`config.mk`:
```
export PLATFORM = sky130hd
export DESIGN_NAME = stepper_phase_sequencer_flat
export DESIGN_NICKNAME = d
export VERILOG_FILES = /design/src/hw/rtl/sps_pkg.sv /design/src/hw/rtl/sps_if.sv /design/src/hw/rtl/sps_apb_regs.sv /design/src/hw/rtl/stepper_phase_sequencer.sv /design/src/flat_wrapper.sv
export SDC_FILE = /design/constraint.sdc
export NUM_CORES = 1
export LEC_CHECK = 0
export BUFFER_PORTS_ARGS = -buffer_cell sky130_fd_sc_hd__buf_2
export CORE_MARGIN = 2
export CORE_UTILIZATION = 35
export DETAILED_ROUTE_END_ITERATION = 7
export GPL_TIMING_DRIVEN = 0
export PLACE_DENSITY = 0.62
export SYNTH_ARGS = -nofsm -noshare
export SYNTH_HDL_FRONTEND = slang
export SYNTH_SLANG_ARGS = --single-unit
```
`constraint.sdc`:
```
create_clock -name clk_i -period 13.7 [get_ports clk_i]
set_clock_uncertainty 0.05 [all_clocks]
set_input_delay 0.685 -clock clk_i [delete_from_list [all_inputs] [get_ports clk_i]]
set_output_delay 0.685 -clock clk_i [all_outputs]
set_load 0.01 [all_outputs]
```
`src/hw/rtl/sps_pkg.sv`:
```
// ----------------------------------------------------------------------------
// sps_pkg
// Shared types, constants and the coil lookup for the stepper phase sequencer.
// ----------------------------------------------------------------------------
`default_nettype none

package sps_pkg;

  // Sequence and counter geometry
  localparam int unsigned SeqLength  = 8;
  localparam int unsigned PhaseW     = $clog2(SeqLength);
  localparam int unsigned TickW      = 10;
  localparam int unsigned CountW     = 24;
  localparam int unsigned ModeW      = 2;
  localparam int unsigned CoilW      = 4;
  localparam int unsigned ApbDataW   = 32;
  localparam int unsigned ApbAddrW   = 4;

  localparam logic [TickW-1:0]  TickMax  = {TickW{1'b1}};
  localparam logic [CountW-1:0] CountMax = {CountW{1'b1}};

  // Register reset values
  localparam logic [ModeW-1:0]  ModeRst     = 2'd2;
  localparam logic              ReverseRst  = 1'b1;
  localparam logic [TickW-1:0]  IntervalRst = 10'd3;
  localparam logic [CountW-1:0] LimitRst    = 24'd10240;

  // Drive modes; the unused code drives as half-step
  typedef enum logic [ModeW-1:0] {
    MODE_WAVE = 2'd0,
    MODE_FULL = 2'd1,
    MODE_HALF = 2'd2
  } step_mode_e;

  // Register word indexes
  typedef enum logic [1:0] {
    REG_STEP_MODE = 2'd0,
    REG_REVERSE   = 2'd1,
    REG_INTERVAL  = 2'd2,
    REG_LIMIT     = 2'd3
  } reg_idx_e;

  // Configuration bundle from the register file to the sequencer
  typedef struct packed {
    logic [ModeW-1:0]  step_mode;
    logic              reverse_direction;
    logic [TickW-1:0]  step_interval_ms;
    logic [CountW-1:0] step_limit;
  } cfg_t;

  // Half-step coil table, bit3 IN1 down to bit0 IN4
  function automatic logic [CoilW-1:0] coil_lookup(input logic [PhaseW-1:0] idx);
    logic [CoilW-1:0] pat;
    unique case (idx)
      3'd0:    pat = 4'h1;
      3'd1:    pat = 4'h3;
      3'd2:    pat = 4'h2;
      3'd3:    pat = 4'h6;
      3'd4:    pat = 4'h4;
      3'd5:    pat = 4'hC;
      3'd6:    pat = 4'h8;
      default: pat = 4'h9;
    endcase
    return pat;
  endfunction

endpackage

`default_nettype wire

```
`src/hw/rtl/sps_if.sv`:
```
// ----------------------------------------------------------------------------
// sps_if
// Valid/ready channels of the stepper phase sequencer: tick in, step out.
// ----------------------------------------------------------------------------
`default_nettype none

interface sps_tick_if;
  logic valid;
  logic ready;
  logic ms_tick;

  modport source (output valid, output ms_tick, input ready);
  modport sink   (input valid, input ms_tick, output ready);
endinterface

interface sps_step_if;
  import sps_pkg::*;

  logic              valid;
  logic              ready;
  logic [CoilW-1:0]  coil_pattern;
  logic [CountW-1:0] steps_done;

  modport source (output valid, output coil_pattern, output steps_done, input ready);
  modport sink   (input valid, input coil_pattern, input steps_done, output ready);
endinterface

`default_nettype wire

```
`src/hw/rtl/sps_apb_regs.sv`:
```
// ----------------------------------------------------------------------------
// sps_apb_regs
// APB register file holding mode, direction, step interval and step limit.
// ----------------------------------------------------------------------------
`default_nettype none

module sps_apb_regs (
  input  wire logic                          clk_i,
  input  wire logic                          rst_ni,
  input  wire logic                          psel,
  input  wire logic                          penable,
  input  wire logic                          pwrite,
  input  wire logic [sps_pkg::ApbAddrW-1:0]  paddr,
  input  wire logic [sps_pkg::ApbDataW-1:0]  pwdata,
  output logic      [sps_pkg::ApbDataW-1:0]  prdata,
  output logic                               pready,
  output sps_pkg::cfg_t                      cfg_o
);
  import sps_pkg::*;

  cfg_t     cfg_q;
  logic     wr_en;
  reg_idx_e reg_idx;

  assign pready  = 1'b1;
  assign wr_en   = psel && penable && pwrite && pready;
  assign reg_idx = reg_idx_e'(paddr[3:2]);
  assign cfg_o   = cfg_q;

  // Register writes on the access phase
  always_ff @(posedge clk_i or negedge rst_ni) begin
    if (!rst_ni) begin
      cfg_q.step_mode         <= ModeRst;
      cfg_q.reverse_direction <= ReverseRst;
      cfg_q.step_interval_ms  <= IntervalRst;
      cfg_q.step_limit        <= LimitRst;
    end else if (wr_en) begin
      unique case (reg_idx)
        REG_STEP_MODE: cfg_q.step_mode         <= pwdata[ModeW-1:0];
        REG_REVERSE:   cfg_q.reverse_direction <= pwdata[0];
        REG_INTERVAL:  cfg_q.step_interval_ms  <= pwdata[TickW-1:0];
        REG_LIMIT:     cfg_q.step_limit        <= pwdata[CountW-1:0];
        default:       ;
      endcase
    end
  end

  // Read mux
  always_comb begin
    prdata = '0;
    unique case (reg_idx)
      REG_STEP_MODE: prdata = ApbDataW'(cfg_q.step_mode);
      REG_REVERSE:   prdata = ApbDataW'(cfg_q.reverse_direction);
      REG_INTERVAL:  prdata = ApbDataW'(cfg_q.step_interval_ms);
      REG_LIMIT:     prdata = ApbDataW'(cfg_q.step_limit);
      default:       prdata = '0;
    endcase
  end

endmodule

`default_nettype wire

```
`src/hw/rtl/stepper_phase_sequencer.sv`:
```
// ----------------------------------------------------------------------------
// stepper_phase_sequencer
// Tick-driven unipolar stepper sequencer: wave, full-step and half-step drive.
// ----------------------------------------------------------------------------
// Usage:
//   tick_i carries one millisecond tick per transaction (ms_tick 0 means no
//   time passed). Each transaction yields zero or one step transaction on
//   step_o with the 4-bit coil pattern and the saturating half-step count.
//   The registers (mode, direction, interval, limit) are written over APB,
//   by the user only while the block is idle; the block does not enforce it.
// Throughput and step output:
//   One tick transaction per clock while tick_i.ready is high. A step is
//   registered in the output (or skid) register as the counters update.
// Stalls:
//   A two-entry output stage (output register plus skid register) keeps
//   tick_i ready while one step waits on step_o; tick_i.ready drops only
//   when both entries hold a step.
// Reset:
//   Phase, tick and step counters clear to zero, the output stage empties,
//   and the registers take half-step, reverse, interval 3, limit 10240.
// ----------------------------------------------------------------------------
`default_nettype none

module stepper_phase_sequencer (
  input  wire logic                          clk_i,
  input  wire logic                          rst_ni,
  sps_tick_if.sink                           tick_i,
  sps_step_if.source                         step_o,
  input  wire logic                          psel,
  input  wire logic                          penable,
  input  wire logic                          pwrite,
  input  wire logic [sps_pkg::ApbAddrW-1:0]  paddr,
  input  wire logic [sps_pkg::ApbDataW-1:0]  pwdata,
  output logic      [sps_pkg::ApbDataW-1:0]  prdata,
  output logic                               pready
);
  import sps_pkg::*;

  cfg_t cfg;

  sps_apb_regs u_regs (
    .clk_i   (clk_i),
    .rst_ni  (rst_ni),
    .psel    (psel),
    .penable (penable),
    .pwrite  (pwrite),
    .paddr   (paddr),
    .pwdata  (pwdata),
    .prdata  (prdata),
    .pready  (pready),
    .cfg_o   (cfg)
  );

  // Sequencer state
  logic [PhaseW-1:0] phase_q, phase_d;
  logic [TickW-1:0]  tick_q, tick_d;
  logic [CountW-1:0] done_q, done_d;

  // Output stage: main register and skid register
  logic              out_valid_q, skid_valid_q;
  logic [CoilW-1:0]  out_coil_q, skid_coil_q;
  logic [CountW-1:0] out_done_q, skid_done_q;

  logic              accept, fire, push, pop;
  logic [TickW-1:0]  tick_new;
  logic [PhaseW-1:0] idx_fwd, idx;
  logic              half_mode;
  logic [CountW:0]   done_sum;
  logic [CoilW-1:0]  coil_new;

  assign tick_i.ready = !skid_valid_q;
  assign accept       = tick_i.valid && tick_i.ready;

  // Tick count, saturating
  assign tick_new = (tick_i.ms_tick && (tick_q != TickMax)) ? tick_q + 1'b1 : tick_q;
  assign fire     = (done_q < cfg.step_limit) && (tick_new >= cfg.step_interval_ms);
  assign push     = accept && fire;
  assign pop      = out_valid_q && step_o.ready;

  // Table index per drive mode; unused mode code drives as half-step
  always_comb begin
    half_mode = 1'b0;
    idx_fwd   = phase_q;
    if (cfg.step_mode == MODE_WAVE) begin
      idx_fwd = {phase_q[1:0], 1'b0};
    end else if (cfg.step_mode == MODE_FULL) begin
      idx_fwd = {phase_q[1:0], 1'b1};
    end else begin
      half_mode = 1'b1;
    end
  end

  // Reverse steps back one table entry and counts the phase down
  assign idx      = cfg.reverse_direction ? idx_fwd - 1'b1 : idx_fwd;
  assign coil_new = coil_lookup(idx);
  assign done_sum = {1'b0, done_q} + (half_mode ? (CountW+1)'(1) : (CountW+1)'(2));

  always_comb begin
    phase_d = phase_q;
    tick_d  = tick_q;
    done_d  = done_q;
    if (accept) begin
      tick_d = tick_new;
      if (fire) begin
        tick_d  = '0;
        phase_d = cfg.reverse_direction ? phase_q - 1'b1 : phase_q + 1'b1;
        done_d  = done_sum[CountW] ? CountMax : done_sum[CountW-1:0];
      end
    end
  end

  always_ff @(posedge clk_i or negedge rst_ni) begin
    if (!rst_ni) begin
      phase_q <= '0;
      tick_q  <= '0;
      done_q  <= '0;
    end else begin
      phase_q <= phase_d;
      tick_q  <= tick_d;
      done_q  <= done_d;
    end
  end

  // Output stage control
  always_ff @(posedge clk_i or negedge rst_ni) begin
    if (!rst_ni) begin
      out_valid_q  <= 1'b0;
      skid_valid_q <= 1'b0;
    end else if (pop) begin
      if (skid_valid_q) begin
        skid_valid_q <= 1'b0;
      end else begin
        out_valid_q <= push;
      end
    end else if (push) begin
      if (out_valid_q) begin
        skid_valid_q <= 1'b1;
      end else begin
        out_valid_q <= 1'b1;
      end
    end
  end

  // Output stage payload
  always_ff @(posedge clk_i) begin
    if (pop && skid_valid_q) begin
      out_coil_q <= skid_coil_q;
      out_done_q <= skid_done_q;
    end else if (push && (pop || !out_valid_q)) begin
      out_coil_q <= coil_new;
      out_done_q <= done_d;
    end
    if (push && out_valid_q && !pop) begin
      skid_coil_q <= coil_new;
      skid_done_q <= done_d;
    end
  end

  assign step_o.valid        = out_valid_q;
  assign step_o.coil_pattern = out_coil_q;
  assign step_o.steps_done   = out_done_q;

`ifndef SYNTHESIS
  // Skid entry is only ever filled behind an occupied output register
  assert property (@(posedge clk_i) disable iff (!rst_ni) skid_valid_q |-> out_valid_q)
    else $error("skid entry valid with empty output register");

  // A step produced while the output stalls lands in the skid entry
  assert property (@(posedge clk_i) disable iff (!rst_ni)
    (push && out_valid_q && !step_o.ready) |=> skid_valid_q)
    else $error("step lost while output stalled");

  // Every step moves the phase by exactly one position
  assert property (@(posedge clk_i) disable iff (!rst_ni)
    push |=> ((phase_q == PhaseW'($past(phase_q) + 1'b1)) ||
              (phase_q == PhaseW'($past(phase_q) - 1'b1))))
    else $error("phase did not advance by one on a step");

  // Step count grows on every step until it saturates
  assert property (@(posedge clk_i) disable iff (!rst_ni)
    push |=> ((done_q > $past(done_q)) || (done_q == CountMax)))
    else $error("step count did not advance");

  // The tick counter restarts after a step
  assert property (@(posedge clk_i) disable iff (!rst_ni) push |=> (tick_q == '0))
    else $error("tick counter not cleared after a step");
`endif

endmodule

`default_nettype wire
```
`src/flat_wrapper.sv`:
```
// flat-port wrapper written by rule: the top's interface ports become plain ports
module stepper_phase_sequencer_flat import sps_pkg::*;
  (clk_i, rst_ni, psel, penable, pwrite, paddr, pwdata, prdata, pready, tick_i_valid, tick_i_ms_tick, tick_i_ready, step_o_valid, step_o_coil_pattern, step_o_steps_done, step_o_ready);
  sps_tick_if tick_i_i ();
  sps_step_if step_o_i ();
  input  wire logic clk_i;
  input  wire logic rst_ni;
  input  wire logic psel;
  input  wire logic penable;
  input  wire logic pwrite;
  input  wire logic [sps_pkg::ApbAddrW-1:0] paddr;
  input  wire logic [sps_pkg::ApbDataW-1:0] pwdata;
  output logic      [sps_pkg::ApbDataW-1:0] prdata;
  output logic pready;
  input wire logic [$bits(tick_i_i.valid)-1:0] tick_i_valid;
  input wire logic [$bits(tick_i_i.ms_tick)-1:0] tick_i_ms_tick;
  output wire logic [$bits(tick_i_i.ready)-1:0] tick_i_ready;
  output wire logic [$bits(step_o_i.valid)-1:0] step_o_valid;
  output wire logic [$bits(step_o_i.coil_pattern)-1:0] step_o_coil_pattern;
  output wire logic [$bits(step_o_i.steps_done)-1:0] step_o_steps_done;
  input wire logic [$bits(step_o_i.ready)-1:0] step_o_ready;
  assign tick_i_i.valid = tick_i_valid;
  assign tick_i_i.ms_tick = tick_i_ms_tick;
  assign tick_i_ready = tick_i_i.ready;
  assign step_o_valid = step_o_i.valid;
  assign step_o_coil_pattern = step_o_i.coil_pattern;
  assign step_o_steps_done = step_o_i.steps_done;
  assign step_o_i.ready = step_o_ready;
  stepper_phase_sequencer u_core (.clk_i(clk_i), .rst_ni(rst_ni), .tick_i(tick_i_i), .step_o(step_o_i), .psel(psel), .penable(penable), .pwrite(pwrite), .paddr(paddr), .pwdata(pwdata), .prdata(prdata), .pready(pready));
endmodule
```
# Word level (Yosys, flattened, before mapping)
# Index checks and enable logic that the tools add are counted.
[word_totals]
reg_bits = 132
latch_bits = 0
ram_bits = 0
mem_bits_ro = 0
inputBits = 44
out_inout_bits = 63
word_cells = 84
mem_count = 0
[op_classes]
add_sub_neg = 5
mul = 0
n_div = 0
order_cmp = 2
eq_ne = 12
n_shift = 0
n_mux = 24
bitwise = 0
n_reduce_logical = 28
[op_table]
columns = ["cell", "count"]
rows = [
  ["one-hot mux 32 bit (4 select lines)", 1],
  ["two-way mux 24 bit", 5],
  ["one-hot mux 4 bit (7 select lines)", 1],
  ["adder 24 x 25 -> 25 bit", 1],
  ["< comparator 24 bit", 1],
  ["two-way mux 10 bit", 2],
  ["AND reduction 2 bit", 7],
  ["two-way mux 3 bit", 4],
  ["logical AND 1 bit", 11],
  ["adder 10 x 1 -> 10 bit, second input constant", 1],
  ["greater-or-equal comparator 10 bit", 1],
  ["!= test 10 bit, second input constant", 1],
  ["== test 3 bit, second input constant", 3],
  ["two-way mux 1 bit", 8],
  ["two-way mux 4 bit", 2],
  ["== test 3 x 2 -> 1 bit, second input constant", 2],
  ["nonzero test 2 bit", 3],
  ["subtractor 3 x 1 -> 3 bit, second input constant", 2],
  ["== test 2 x 1 -> 1 bit, second input constant", 2],
  ["== test 2 bit, second input constant", 2],
  ["logical NOT 2 bit", 2],
  ["adder 3 x 1 -> 3 bit, second input constant", 1],
  ["== test 3 x 1 -> 1 bit, second input constant", 1],
  ["logical NOT 1 bit", 3],
  ["other kinds (4)", 4],
]

# Depth between registers and ports, before layout
[logic_depth]
ltp_word = 10
depth_mapped = 16
depth_no_buf = 15

# Modules after synthesis
# From an unflattened synthesis, not the netlist that was laid out.
[hier_totals]
hier_cells = 656
hier_area_um2 = 7219.4
[modules_own_cells]
columns = ["mod", "n_inst", "cells_each", "area_each_um2", "seq_area_each_um2"]
rows = [
  ["stepper_phase_sequencer", 1, 522, 5406.4, 2657.5],
  ["sps_apb_regs", 1, 134, 1813.0, 933.4],
]

# Worst setup path before layout
# OpenSTA, ideal clock, no wires.
[synth_path]
path_type = "flip-flop to flip-flop"
startpoint = "reg u_core.tick_q[0]"
endpoint = "reg u_core.out_coil_q[0], in the netlist u_core.step_o.coil_pattern[0], enable pin"
setup_time_ns = 0.422
arrival_time_ns = 4.371
required_time_ns = 13.228
setup_slack_ns = 8.856
path_stages_with_launch = 15
n_path_buf = 1
period_less_slack_ns = 4.844
path_cell_list = "dfrtp_1 > ha_1 > nand2_1 > o31a_1 > nand4_1 > or2_2 > nor2_1 > xor2_1 > ha_1 > nand4_1 > a211oi_1 > a2bb2oi_1 > nand3_2 > buf_2 > a21oi_1"
[synth_between]
elab_chain_len = 8
word_cells_on_any_way = 9
classes_between = "1 x add/sub; 1 x order compare; 1 x eq/ne; 1 x mux; 5 x reduce/logical"
[synth_lines]
columns = ["item", "line_no", "rtl"]
rows = [
  ["from (decl)", "stepper_phase_sequencer.sv:56", "logic [TickW-1:0] tick_q, tick_d;"],
  ["from (signal assigned)", "stepper_phase_sequencer.sv:119", "tick_q <= tick_d;"],
  ["branches (longest 2 deep; another with adder 10 x 1 -> 10 bit)", "--", ""],
  ["two-way mux 10 bit *", "stepper_phase_sequencer.sv:75", "assign tick_new = (tick_i.ms_tick && (tick_q != TickMax)) ? tick_q + 1'b1 : tick_q;"],
  ["greater-or-equal comparator 10 bit *", "stepper_phase_sequencer.sv:76", "assign fire = (done_q < cfg.step_limit) && (tick_new >= cfg.step_interval_ms);"],
  ["logical AND 1 bit *", "stepper_phase_sequencer.sv:76", ""],
  ["logical AND 1 bit *", "stepper_phase_sequencer.sv:77", "assign push = accept && fire;"],
  ["logical AND 1 bit *", "stepper_phase_sequencer.sv:149", "end else if (push && (pop || !out_valid_q)) begin"],
  ["nonzero test 2 bit (no line) *", "--", ""],
  ["to (signal assigned)", "stepper_phase_sequencer.sv:147", "out_coil_q <= skid_coil_q;"],
  ["to (signal assigned)", "stepper_phase_sequencer.sv:150", "out_coil_q <= coil_new;"],
  ["to (decl)", "stepper_phase_sequencer.sv:61", "logic [CoilW-1:0] out_coil_q, skid_coil_q;"],
]
# Mark *: on every way between the ends.
# A chain may end at the register's enable or synchronous reset.

# Final worst setup path
[layout_path]
startpoint = "reg u_core.tick_q[0]"
endpoint = "reg u_core.out_coil_q[1], in the netlist u_core.step_o.coil_pattern[1], enable pin"
# The elaborated chain is that of the path after synthesis.

==> impl_metrics.env <==
export IMPL_yosys_warnings=0
export IMPL_die_h_um=146
export IMPL_p_switching_uw=392
export IMPL_yosysTopAreaCellShare=0.250
export IMPL_firstDrtPassIters=4
export IMPL_cp_end_kind="flip-flop"
export IMPL_vdd_drop_max_uv=92.5
export IMPL_p_leak_uw=0.00365
export IMPL_synthAdderAreaFrac=0.0717
export IMPL_r2r_end="u_core.step_o.coil_pattern[1]"
export IMPL_postCtsSetupRepairBufs=0
export IMPL_fin_nets=891
export IMPL_fmax_mhz=206
export IMPL_nFillCells=1901
export IMPL_critPathMaxStageDelay_ns=0.75
export IMPL_post_synth_num_cell_types=64
export IMPL_grt_max_degree=41
export IMPL_ctsRootBufferMaster="clkbuf_16"
export IMPL_hold_viol=0
export IMPL_grt_pass1_vias=5149
export IMPL_slew_headroom=0.181
export IMPL_cp_start_kind="flip-flop"
export IMPL_fin_crit_sh=0.354
export IMPL_hold_buffers=0
export IMPL_r2r_cells=15
export IMPL_fin_tns_setup_ns=0
export IMPL_cts_sinks=132
export IMPL_grt_overflow=0
export IMPL_worstMarginPinSlew_ns=1.23
export IMPL_synth_mux_area_frac=0.0362
export IMPL_setup_viol=0
export IMPL_yosys_area_top_type="dfrtp_1"
export IMPL_cts_tree="yes"
export IMPL_htree_levels=4
export IMPL_placed_area_mm2=0.00783
export IMPL_clkTransAtPathRegs_ns=0.06
export IMPL_synthMostInstantiatedCell="nand2_1"
export IMPL_core_mm2=0.0196
export IMPL_drive_above_1_share=0.201
export IMPL_viasPerCell=5.14
export IMPL_path_cells="ha_1, nand2_1, o31a_1, nand4_1, or2_2, nor2_1, xor2_1, ha_1, nand4_1, a211oi_1, or3_1, a2bb2oi_1, nand3_2, buf_2, a21oi_4"
export IMPL_ys_flop_type="dfrtp_1"
export IMPL_switching_share=0.306
export IMPL_synth_simple_area_share=0.166
export IMPL_antenna_found_initial=0
export IMPL_dp_cells=1054
export IMPL_cpMaxStageDelayCell="a21oi_4"
export IMPL_async_flop_share=0.576
export IMPL_r2r_setup_slack_ns=8.85
export IMPL_drv_cap=0
export IMPL_finalCoreUtilization=0.432
export IMPL_crit_family="compound AO/OA/AOI/OAI gates"
export IMPL_rows=51
export IMPL_clockPowerShare=0.385
export IMPL_finalPower_uw=1280
export IMPL_drv_slew=0
export IMPL_yosysSeqAreaShare=0.512
export IMPL_syn_inst=695
export IMPL_syn_area_per_cell_um2=10.1
export IMPL_ant_nets=0
export IMPL_ctsResizeCount=0
export IMPL_p_comb_frac=0.215
export IMPL_die_area_mm2=0.0212
export IMPL_clock_latency_ns=0.43
export IMPL_grt_util_all_layers=0.177
export IMPL_synthTopCellsByArea="dfrtp_1, edfxtp_1, ha_1"
export IMPL_wirelength_um=18400
export IMPL_vias=5582
export IMPL_dieWidth_um=146
export IMPL_dp_hpwl_um=13500
export IMPL_area_delta_synth_final_pct=20.7
export IMPL_synth_seq_cells=132
export IMPL_grt_pass1_wl_um=29200
export IMPL_final_area_mm2=0.00846
export IMPL_io_buffers=86
export IMPL_critical_path_buf_inv_count=1
export IMPL_hold_class="primary input to asynchronous set/reset pin"
export IMPL_synth_commonest_cells="nand2_1, nor2_1, dfrtp_1, o21ai_0, edfxtp_1"
export IMPL_routedWlPerCell_um=17.0
export IMPL_ioPinCount=107
export IMPL_seq_power_share=0.400
export IMPL_syn_area_mm2=0.00701
export IMPL_path_max_fanout=28
export IMPL_power_density_mw_per_mm2=151
export IMPL_synth_compound_area_share=0.140
export IMPL_initial_utilization=0.358
export IMPL_synthXorXnorAreaFrac=0.0175
export IMPL_fin_cells=1085
export IMPL_numCtsBuffers=17
export IMPL_arrival_ns=4.85
export IMPL_crit_required_ns=13.69
export IMPL_rsz0062_at_grt="no"
export IMPL_drc_errors=0
export IMPL_synth_edff_count=56
export IMPL_p_int_uw=888
export IMPL_fin_crit_ns=4.85
export IMPL_max_clock_path_buffers=2
export IMPL_antennaDiodeCount=0
export IMPL_timing_rr_start="u_core.tick_q[0]"
export IMPL_place_congestion=0.846
export IMPL_outcome="completed"
export IMPL_synth_top_family_by_area="simple AND/OR/NAND/NOR gates"
export IMPL_drtIter0Drc=381
export IMPL_crit_type="flip-flop to flip-flop"
[worst max path at each step]
| stage | end | depth (start not counted) | start |
|---|---|---|---|
| 3_5_place_dp | u_core.skid_done_q[15] | 13 | tick_i_ms_tick |
| 5_1_grt | u_core.step_o.coil_pattern[1] | 15 | u_core.tick_q[0] |
| 4_1_cts | u_core.skid_done_q[15] | 14 | u_core.tick_q[0] |
| 2_1_floorplan | u_core.step_o.coil_pattern[0] | 14 | u_core.tick_q[0] |
| 6_report | u_core.step_o.coil_pattern[1] | 15 | u_core.tick_q[0] |
| 3_3_place_gp | u_core.step_o.steps_done[14] | 13 | tick_i_ms_tick |
[flip-flops by register name, indices dropped and copies added, names as in the netlist]
name / cells
u_core.tick_q: 10
u_core.phase_q: 3
u_core.u_regs.cfg_o: 37
u_core.skid_valid_q: 1
u_core.skid_done_q: 24
u_core.step_o.coil_pattern: 4
u_core.done_q: 24
u_core.skid_coil_q: 4
u_core.step_o.valid: 1
u_core.step_o.steps_done: 24
[worst reg2reg max path, delay by kind of cell (launching register included)]
family                     cells  cell delay, ns
AOI/OAI and AO/OA              4            1.56
and+or+nand+nor                7            1.45
adders and majority gates      2            0.55
DFF                            1            0.44
buffers and inverters          1            0.29
xor gates and xnor gates       1            0.11
[area by class of cell]
type	instances	area, um2	share of cell area
plain buffers	38	200	0.0237
clock buffers	17	425	0.0503
clock inverters	14	204	0.0241
inverters	51	191	0.0226
multi-input cells	481	3070	0.362
flip-flops and latches	132	3590	0.424
well taps	265	332	0.0392
repair buffers	87	453	0.0535
[metrics by stage]
stage               hold WS, ns  setup slack [ns]
CTS                       0.193              8.55
global placement          0.411              7.59
detailed placement        0.421              8.54
finish                    0.183              8.85
global route              0.215              8.52
floorplan                 0.339              8.86
[placed cells by master (no fill, tap or decap), types with 7 or more instances in the layout]
cell / netlist / routed
nand2_1: 81 / 81
buf_2: 4 / 89
a211oi_1: 12 / 12
a22o_1: 8 / 8
nor3_1: 13 / 13
nand4_1: 10 / 10
nor2b_1: 13 / 13
clkbuf_1: 19 / 19
inv_1: 51 / 51
ha_1: 37 / 37
edfxtp_1: 56 / 56
nand3_1: 21 / 21
o21ai_0: 57 / 57
mux2_2: 9 / 9
mux2i_1: 13 / 13
nor2_1: 73 / 73
xnor2_1: 8 / 8
a31oi_1: 9 / 9
nor4_1: 8 / 8
o31ai_1: 7 / 7
conb_1: 2 / 9
clkbuf_16: 0 / 17
buf_4: 10 / 11
a21oi_1: 27 / 26
dfrtp_1: 70 / 70
[metal layers]
metal  routed length (um)  GRT usage
met4                  181     0.0480
met3                 1010     0.0332
met5                    0          0
met2                 8070      0.265
met1                 9140      0.264
[cells by family after synthesis]
logic type,count (synthesis)
adder cells (fa/ha/maj),39
AO/OA/AOI/OAI,150
buffers and inverters,89
flip-flops,132
multiplexers,23
AND/OR/NAND/NOR,246
XOR/XNOR,14
other,2
[power groups by stage]
stage | registers [uW] | clock network (uW) | logic, uW
6_report | 511 | 493 | 275
5_1_grt | 517 | 514 | 314
4_1_cts | 510 | 498 | 276
3_5_place_dp | 517 | 0 | 274
3_3_place_gp | 516 | 0 | 269
2_1_floorplan | 505 | 0 | 197
No activity file was read; power rests on OpenSTA's default activity.
